### src/sv/mse_pkg.sv
// ----------------------------------------------------------------------------
// mse_pkg
// Shared constants, controller states and the command and status structs that
// join the merge sort controller to its datapath.
// ----------------------------------------------------------------------------
package mse_pkg;

    localparam int MAX_ITEMS = 64;
    localparam int DATA_W    = 32;
    // Address of one stored element.
    localparam int ADDR_W    = $clog2(MAX_ITEMS);
    // Counters that must also hold MAX_ITEMS itself.
    localparam int CNT_W     = $clog2(MAX_ITEMS + 1);
    // Sums of a segment base and a run length.
    localparam int SUM_W     = CNT_W + 1;

    typedef enum logic [2:0] {
        ST_IDLE,
        ST_SORT_INIT,
        ST_SEG_SETUP,
        ST_MERGE_READ,
        ST_MERGE_WRITE,
        ST_EMIT_INIT,
        ST_EMIT_READ,
        ST_EMIT_OUT
    } mse_state_t;

    typedef struct packed {
        logic load;       // Store the incoming request's value.
        logic sort_init;  // Start the first pass with run width one.
        logic seg_setup;  // Set up bounds and pointers of one merge segment.
        logic mrg_write;  // Write the smaller head element to the target.
        logic seg_next;   // Advance to the next segment of this pass.
        logic pass_next;  // Double the run width and swap the two memories.
        logic emit_init;  // Rewind the read pointer for the output phase.
        logic emit_step;  // Advance the read pointer after one result.
        logic finish;     // Clear the count and the drop flag.
    } mse_cmd_t;

    typedef struct packed {
        logic multi;      // More than one element is stored.
        logic seg_done;   // This write fills the last slot of the segment.
        logic pass_done;  // No further segment in this pass.
        logic sort_done;  // The pass just finished is the final one.
        logic emit_last;  // The element on the outputs is the final one.
    } mse_stat_t;

endpackage

### src/sv/mse_ctrl.sv
// ----------------------------------------------------------------------------
// mse_ctrl
// Controller state machine: sequences load, merge passes and output phase.
// ----------------------------------------------------------------------------
module mse_ctrl
(
    input  logic              clk,
    input  logic              rst_n,
    input  logic              start,
    input  logic              is_last,
    input  mse_pkg::mse_stat_t stat,
    output mse_pkg::mse_cmd_t  cmd,
    output logic              busy,
    output logic              result_strobe
);
    import mse_pkg::*;

    mse_state_t state_reg;
    mse_state_t state_next;

    always_ff @(posedge clk or negedge rst_n)
    begin
        if (!rst_n)
        begin
            state_reg <= ST_IDLE;
        end
        else
        begin
            state_reg <= state_next;
        end
    end

    always_comb
    begin
        state_next    = state_reg;
        cmd           = '0;
        busy          = 1'b1;
        result_strobe = 1'b0;
        case (state_reg)
            ST_IDLE:
            begin
                busy = 1'b0;
                if (start)
                begin
                    cmd.load = 1'b1;
                    if (is_last)
                    begin
                        state_next = ST_SORT_INIT;
                    end
                end
            end
            ST_SORT_INIT:
            begin
                cmd.sort_init = 1'b1;
                state_next    = stat.multi ? ST_SEG_SETUP : ST_EMIT_INIT;
            end
            ST_SEG_SETUP:
            begin
                cmd.seg_setup = 1'b1;
                state_next    = ST_MERGE_READ;
            end
            ST_MERGE_READ:
            begin
                state_next = ST_MERGE_WRITE;
            end
            ST_MERGE_WRITE:
            begin
                cmd.mrg_write = 1'b1;
                if (!stat.seg_done)
                begin
                    state_next = ST_MERGE_READ;
                end
                else if (!stat.pass_done)
                begin
                    cmd.seg_next = 1'b1;
                    state_next   = ST_SEG_SETUP;
                end
                else
                begin
                    cmd.pass_next = 1'b1;
                    state_next    = stat.sort_done ? ST_EMIT_INIT : ST_SEG_SETUP;
                end
            end
            ST_EMIT_INIT:
            begin
                cmd.emit_init = 1'b1;
                state_next    = ST_EMIT_READ;
            end
            ST_EMIT_READ:
            begin
                state_next = ST_EMIT_OUT;
            end
            ST_EMIT_OUT:
            begin
                result_strobe = 1'b1;
                cmd.emit_step = 1'b1;
                if (stat.emit_last)
                begin
                    cmd.finish = 1'b1;
                    state_next = ST_IDLE;
                end
                else
                begin
                    state_next = ST_EMIT_READ;
                end
            end
            default:
            begin
                state_next = ST_IDLE;
            end
        endcase
    end

endmodule

### config.mk
export PLATFORM = sky130hd
export DESIGN_NAME = mse_ctrl
export DESIGN_NICKNAME = d
export VERILOG_FILES = /design/src/sv/mse_pkg.sv /design/src/sv/mse_ctrl.sv
export SDC_FILE = /design/constraint.sdc
export NUM_CORES = 1
export LEC_CHECK = 0
export ABC_AREA = 1
export BUFFER_PORTS_ARGS = -buffer_cell sky130_fd_sc_hd__clkbuf_2
export CAP_MARGIN = 0
export CORE_AREA = 2 2 39 41
export CTS_CLUSTER_DIAMETER = 40
export DETAILED_ROUTE_END_ITERATION = 8
export DIE_AREA = 0 0 41 43
export PLACE_DENSITY = 0.57
export SETUP_SLACK_MARGIN = 0.05
export SKIP_CTS_REPAIR_TIMING = 1
export SKIP_LAST_GASP = 1
export SYNTH_ARGS = -nofsm -noshare
export SYNTH_HDL_FRONTEND = slang
export SYNTH_SLANG_ARGS = --single-unit
### constraint.sdc
create_clock -name clk -period 0.9 [get_ports clk]
set_input_delay 0.045 -clock clk [delete_from_list [all_inputs] [get_ports clk]]
set_output_delay 0.045 -clock clk [all_outputs]
set_load 0.02 [all_outputs]
==> results.toml, run 1 <==
[sta]
worstMarginPinSlew_ns = 0.192
timing.final.crit_share_pct = 139
finalHoldViolations = 0
fmax_mhz = 797
setup_ws_ns = -0.355
slew-limit-headroom_pct = 87.2
period_minus_slack_ns = 1.26
skew_ns = 0.000337
setup-violations-final = 14
rsz0062_at_grt = "yes"
drv_slew = 0

[pwr]
leakage_nw = 0.374
peakVddDrop_uv = 1300
power.density_nw_per_um2 = 3530
finalPower_mw = 2.51

[worst_setup_path]
end_kind = "output pin"
cp-start-kind = "flip-flop"
critPathKind = "reg2out"
critical_path_required_ns = 0.85
rrSetupSlack_ns = -0.30
r2r-start = "state_reg[2]"
cp_max_fo = 4
r2r-end = "state_reg[0]"
startpoint = "state_reg[1]"
cp-endpoint = "cmd[8]"
arrival_ns = 1.21
r2r_cells = 7

[logic_synthesis]
syn-instance-count = 48
ys_seq_area_share_pct = 27.9
synth_fp_nets = 57
synth_warnings = 0
synth-seq-cells = 3
avgSynthCellArea_sq_um = 5.60
synth_cell_types = 12
syn_area_sq_um = 269

[placed_design]
numPortBuffers = 19
dpl.hpwl_um = 625
gp_congestion = 0.749
placed_area_sq_um = 488

[floorplan]
start_util_pct = 19.4
rows = 14
die_y_um = 43
core_area_sq_um = 1380
die_w_um = 41
io_pins = 20
die-area_sq_um = 1760

[routing]
viasPerCell = 4.20
ant_nets = 0
wl_per_cell_um = 8.92
wirelength_um = 928
drc_errors = 0
via_count = 437
drt-initial-drc-count = 5
firstDrtPassIters = 3

[layout]
nets = 98
syn_to_final_growth_pct = 165
final_area_sq_um = 712
drive_gt1_share_pct = 68.2
final_core_util_pct = 51.4
n_antenna_cell = 0
largest_reg_flops = 3

[hold_path]
hp-class = "in2reg"

[run]
max_cap_viol_count = 0

[clock_network]
cts_buffers = 3
clock-root-buffer = "clkbuf_4"
clock_latency_ns = 0.23
cts_sinks = 3
clkSlewWorstSetupHoldPaths_ns = 0.03
cts_tree = "done"
cts_buffer_depth = 2
h-tree-depth = 1

[grt]
overflow = 0
grt_max_degree = 8
antenna_found_initial = 0
groute.usage.overall_pct = 10.4
grt_pass1_wl_um = 1250
grt_pass1_vias = 344

[run_status]
outcome = "complete, but fails checks"
violations = "setup timing"
## through the flow
stage,hold slack (ns),TNS (ns),worst slack (ns),cells
floorplan,-0.251,-0.662,-0.147,48
global placement,-0.158,-1.17,-0.155,91
detailed placement,-0.157,-1.19,-0.163,91
CTS,-0.408,-3.99,-0.416,95
global route,0.120,-4.82,-0.413,104
finish,0.123,-3.95,-0.355,104
## cell usage in the layout, fill, tap and decap left out, drive strengths merged
cell type	count
a21oi	1
inv	6
clkinv	1
dfrtp	3
nor3b	1
nand2	15
dlygate4sd3	1
buf	27
nand4	1
nand3	5
nor2	14
clkbuf	13
## layout make-up
type | instances | area, sq um
Clock buffer | 4 | 26.3
Fill cell | 134 | 672
Inverter | 7 | 33.8
Multi-Input combinational cell | 37 | 254
Sequential cell | 3 | 77.6
Tap cell | 16 | 20.0
Timing Repair Buffer | 37 | 300
## cell families after synthesis
family          after synthesis  synth area share (%)
simple gates                 36                  57.7
buf+inv                       8                  12.6
flops                         3                  27.9
compound gates                1                  1.86
## routing by layer
layer | global-route usage, % | vias to the layer above | share of wire [%]
met2 | 17.2 | 12 | 61
met4 | 4.00 | 0 | 0
met5 | 0 | - | 0
met1 | 11.7 | 198 | 35
li1 | - | 227 | -
met3 | 3.14 | 0 | 3.9
## synth_stat cells
library cell | count | area share (%)
nand2_1 | 14 | 20
nor2_1 | 12 | 17
nand3_1 | 5 | 9.3
inv_1 | 4 | 5.6
dfrtp_1 | 3 | 28
inv_2 | 3 | 4.2
nor2_2 | 2 | 4.7
a21oi_1 | 1 | 1.9
buf_4 | 1 | 2.8
nand2_2 | 1 | 2.3
nand4_1 | 1 | 2.3
nor3b_1 | 1 | 2.8
## worst max-delay path, cell delays in order (launching register included)
cell	delay, ns
dfrtp_2	0.44
nor2_4	0.14
buf_4	0.13
nand2_2	0.07
nor2_4	0.07
buf_4	0.14
## report_power, final
group / total, mW / switching, mW / internal [mW]
registers: 0.336 / 0.117 / 0.219
clock network: 0.227 / 0.0612 / 0.166
logic: 1.95 / 0.965 / 0.985
## worst min path at each step
stage / from / to / slack, ns / cells past startpoint
4_1_cts: rst_n / state_reg[2] / -0.41 / 1
6_report: is_last / state_reg[0] / 0.12 / 3
3_5_place_dp: rst_n / state_reg[2] / -0.16 / 1
3_3_place_gp: rst_n / state_reg[2] / -0.16 / 1
5_1_grt: is_last / state_reg[0] / 0.12 / 3
2_1_floorplan: rst_n / state_reg[0] / -0.25 / 0
(Power assumes the default switching activity.)
==> run 2: changes to the inputs <==
--- a/config.mk
+++ b/config.mk
@@ -12,7 +12,7 @@
 export CTS_CLUSTER_DIAMETER = 40
 export DETAILED_ROUTE_END_ITERATION = 8
 export DIE_AREA = 0 0 41 43
-export PLACE_DENSITY = 0.57
+export PLACE_DENSITY_LB_ADDON = 0.3
 export SETUP_SLACK_MARGIN = 0.05
 export SKIP_CTS_REPAIR_TIMING = 1
 export SKIP_LAST_GASP = 1
==> run 2 against run 1 <==
Against the previous run:
- the flow still finishes with violations (setup timing)
- non-clock buffer count decreased by 5
- register-to-register slack improved by 0.12 ns
- via count decreased by 6.6%
- wire length decreased by 2.2%
- design area increased by 1.2%
- combinational power increased by 4%
- clock-buffer cell count unchanged
- critical endpoint is now cmd[4]
==> results.toml, run 2 (same netlist as run 1, synthesis figures left out) <==
[floorplan]
die_y_um = 43
io_pins = 20
rows = 14
start_util_pct = 19.4
core_area_sq_um = 1380
die_w_um = 41
die-area_sq_um = 1760

[clock_network]
cts_sinks = 3
cts_buffer_depth = 2
clkSlewWorstSetupHoldPaths_ns = 0.03
cts_buffers = 3
clock_latency_ns = 0.23
cts_tree = "done"
clock-root-buffer = "clkbuf_4"
h-tree-depth = 1

[grt]
grt_max_degree = 8
grt_pass1_vias = 339
groute.usage.overall_pct = 9.88
grt_pass1_wl_um = 1190
overflow = 0
antenna_found_initial = 0

[run_status]
violations = "setup timing"
outcome = "complete, but fails checks"

[sta]
finalHoldViolations = 0
slew-limit-headroom_pct = 85.6
setup-violations-final = 14
skew_ns = 0.000430
timing.final.crit_share_pct = 142
tns_ns = -3.87
fmax_mhz = 780
worstMarginPinSlew_ns = 0.215
rsz0062_at_grt = "yes"
setup_ws_ns = -0.382
period_minus_slack_ns = 1.28
drv_slew = 0

[layout]
drive_gt1_share_pct = 72.3
largest_reg_flops = 3
fillers = 137
syn_to_final_growth_pct = 168
mostFrequentLayoutCell = "buf_6"
n_antenna_cell = 0
fin_cells = 99
regArea_sq_um = 75.1
final_cell_mix = "17 x buf_6, 9 x nor2_4, 9 x clkbuf_2"
multi_input_comb_area_sq_um = 284
nets = 93
final_area_sq_um = 721

[routing]
viasPerCell = 4.12
via_count = 408
firstDrtPassIters = 2
drc_errors = 0
drt-initial-drc-count = 3
wirelength_um = 908
ant_nets = 0
wl_per_cell_um = 9.17

[run]
max_cap_viol_count = 0

[worst_setup_path]
arrival_ns = 1.24
cp_max_fo = 4
critical_path_required_ns = 0.85
critPathKind = "reg2out"
end_kind = "output pin"
cp-start-kind = "flip-flop"

[placed_design]
placed_area_sq_um = 488
gp_congestion = 0.748
numPlacedInstances = 91
place_ws_ns = -0.162
numPortBuffers = 19
dpl.hpwl_um = 624

[pwr]
leakage_nw = 0.375
peakVddDrop_uv = 1410
power.density_nw_per_um2 = 3570
finalPower_mw = 2.57

[hold_path]
hp-class = "in2reg"
==> run 2: changes by cell type in the layout (fill, tap and decap cells not counted), sizes merged <==
cell	delta
inv	+1
clkinv	-1
buf	-5
==> run 2: layout make-up <==
cell class / count / area share, %
flip-flops and latches: 3 / 10.4
repair buffers: 32 / 39.4
multi-input cells: 37 / 39.4
inverters: 7 / 4.34
well taps: 16 / 2.78
clock buffers: 4 / 3.65
==> run 2: per-layer routing <==
layer	part of all wire, %	vias to the layer above	track usage, %
met1	36	181	10.7
met2	59	12	16.6
met3	4.6	0	3.14
met4	0	0	4.00
li1	-	215	-
met5	0	-	0
==> run 2: worst max-delay path, cell delays in order (launching register included) <==
cell and delay, ns:
dfrtp_1 0.43, nor2_4 0.19, nand2_4 0.08, inv_4 0.07, nand2_4 0.04, nor2_4 0.07
buf_6 0.12
==> run 2: report_power, final <==
| group | total, mW | internal (mW) | switching, mW | leakage [nW] |
|---|---|---|---|---|
| logic | 2.03 | 1.00 | 1.03 | 0.324 |
| clock network | 0.230 | 0.166 | 0.0637 | 0.0150 |
| registers | 0.314 | 0.209 | 0.105 | 0.0360 |
==> run 2: worst paths after layout <==
path	start	end	slack [ns]	cells past startpoint
max in group asynchronous	rst_n	state_reg[1]	0.65	2
worst min register to register	state_reg[1]	state_reg[2]	0.71	3
min in group asynchronous	rst_n	state_reg[2]	0.14	2
worst max register to register	state_reg[1]	state_reg[2]	-0.18	5
worst max-delay path	state_reg[1]	cmd[4]	-0.38	6
worst min-delay path	is_last	state_reg[0]	0.12	3
==> run 2: stage by stage <==
step,hold WS (ns),util (%)
5_1_grt,0.129,52.1
2_1_floorplan,-0.251,-
4_1_cts,-0.401,37.2
6_report,0.122,52.1
3_5_place_dp,-0.157,35.3
3_3_place_gp,-0.158,35.3
==> run 3: changes to the inputs <==
--- a/config.mk
+++ b/config.mk
@@ -13,7 +13,6 @@
 export DETAILED_ROUTE_END_ITERATION = 8
 export DIE_AREA = 0 0 41 43
 export PLACE_DENSITY_LB_ADDON = 0.3
-export SETUP_SLACK_MARGIN = 0.05
 export SKIP_CTS_REPAIR_TIMING = 1
 export SKIP_LAST_GASP = 1
 export SYNTH_ARGS = -nofsm -noshare
==> run 3 against run 2 <==
Against the previous run:
- the flow still finishes with violations (setup timing)
- clock skew rose by 0.0015 ns
- sequential power rose by 9.2%
- via count rose by 0.25%
- combinational power fell by 11%
- register-to-register slack got worse by 0.18 ns
- worst hold slack got worse by 0.017 ns
- largest cell class is now buffers
==> results.toml, run 3 (same netlist as run 1, synthesis figures left out) <==
[routing]
via_count = 409
firstDrtPassIters = 2
ant_nets = 0
drc_errors = 0
wl_per_cell_um = 9.34
drt-initial-drc-count = 4
viasPerCell = 4.13
wirelength_um = 925

[placed_design]
dpl.hpwl_um = 624
place_ws_ns = -0.207
numPlacedInstances = 90
placed_area_sq_um = 478
gp_congestion = 0.722
numPortBuffers = 19

[pwr]
peakVddDrop_uv = 1140
power.density_nw_per_um2 = 3580
p_comb_share_pct = 76.0
pwr-share-clk_pct = 9.6
power.share.switching_pct = 46.4
seqPwrFrac_pct = 14.4
leakage_nw = 0.359
finalPower_mw = 2.38
internal-power_mw = 1.28
switchingPower_mw = 1.11

[floorplan]
die_y_um = 43
die-area_sq_um = 1760
start_util_pct = 19.4
io_pins = 20
die_w_um = 41
rows = 14
core_area_sq_um = 1380

[layout]
syn_to_final_growth_pct = 147
fin_cells = 99
final_area_sq_um = 666
final_cell_mix = "12 x buf_4, 11 x buf_6, 10 x nand2_1"
regArea_sq_um = 78.8
fillers = 143
mostFrequentLayoutCell = "buf_4"
largest_reg_flops = 3
drive_gt1_share_pct = 63.9
multi_input_comb_area_sq_um = 245
nets = 93
n_antenna_cell = 0
final_core_util_pct = 48.1

[sta]
fmax_mhz = 792
setup_ws_ns = -0.363
timing.final.crit_share_pct = 140
drv_slew = 0
worstMarginPinSlew_ns = 0.150
tns_ns = -4.09
holdWs_ns = 0.105
period_minus_slack_ns = 1.26
slew-limit-headroom_pct = 90.0
setup-violations-final = 14
skew_ns = 0.00191
finalHoldViolations = 0
rsz0062_at_grt = "yes"

[worst_setup_path]
end_kind = "flip-flop"
cp_max_fo = 4
critPathKind = "reg2reg"
critical_path_required_ns = 1.01
cp-start-kind = "flip-flop"
arrival_ns = 1.37

[clock_network]
clock-root-buffer = "clkbuf_4"
clock_latency_ns = 0.23
cts_buffer_depth = 2
clkSlewWorstSetupHoldPaths_ns = 0.04
cts_sinks = 3
cts_tree = "done"
cts_buffers = 3
h-tree-depth = 1

[grt]
grt_max_degree = 8
grt_pass1_wl_um = 1200
grt_pass1_vias = 318
overflow = 0
antenna_found_initial = 0
groute.usage.overall_pct = 10.1

[run]
max_cap_viol_count = 0

[run_status]
outcome = "complete, but fails checks"
violations = "setup timing"

[hold_path]
hp-class = "in2reg"
run 3: critical path, stage by stage, from the launching register on:
cell and delay (ns):
dfrtp_2 0.43, nor2_4 0.16, buf_6 0.13, buf_6 0.10, buf_6 0.09, nor2_4 0.03, a21oi_2 0.14, nand2_1 0.07
run 3: final timing paths:
path                         startpoint            to  slack, ns  depth (start not counted)
max reg2reg                state_reg[1]  state_reg[2]      -0.36                          7
max                        state_reg[1]  state_reg[2]      -0.36                          7
min in group asynchronous         rst_n  state_reg[2]       0.14                          2
min reg2reg                state_reg[1]  state_reg[0]       0.72                          4
max in group asynchronous         rst_n  state_reg[1]       0.64                          2
min                             is_last  state_reg[0]       0.10                          3
run 3: cell type report:
| type | instances | area share (%) |
|---|---|---|
| Clock buffer | 4 | 3.95 |
| Inverter | 7 | 4.70 |
| Multi-Input combinational cell | 37 | 36.8 |
| Sequential cell | 3 | 11.8 |
| Tap cell | 16 | 3.01 |
| Timing Repair Buffer | 32 | 39.7 |
run 3: power groups by stage:
stage | combinational [mW] | sequential, mW | clock, mW
6_report | 1.81 | 0.343 | 0.229
5_1_grt | 1.98 | 0.354 | 0.264
4_1_cts | 1.23 | 0.282 | 0.241
3_5_place_dp | 1.22 | 0.283 | 0
3_3_place_gp | 1.22 | 0.286 | 0
2_1_floorplan | 0.724 | 0.291 | 0
run 3: per-layer routing:
metal  vias up  part of all wire (%)  GRT usage, %
li1        218                     -             -
met1       179                    37          12.3
met2        12                    59          15.6
met3         0                   4.2          3.14
met4         0                     0          4.00
met5         -                     0             0
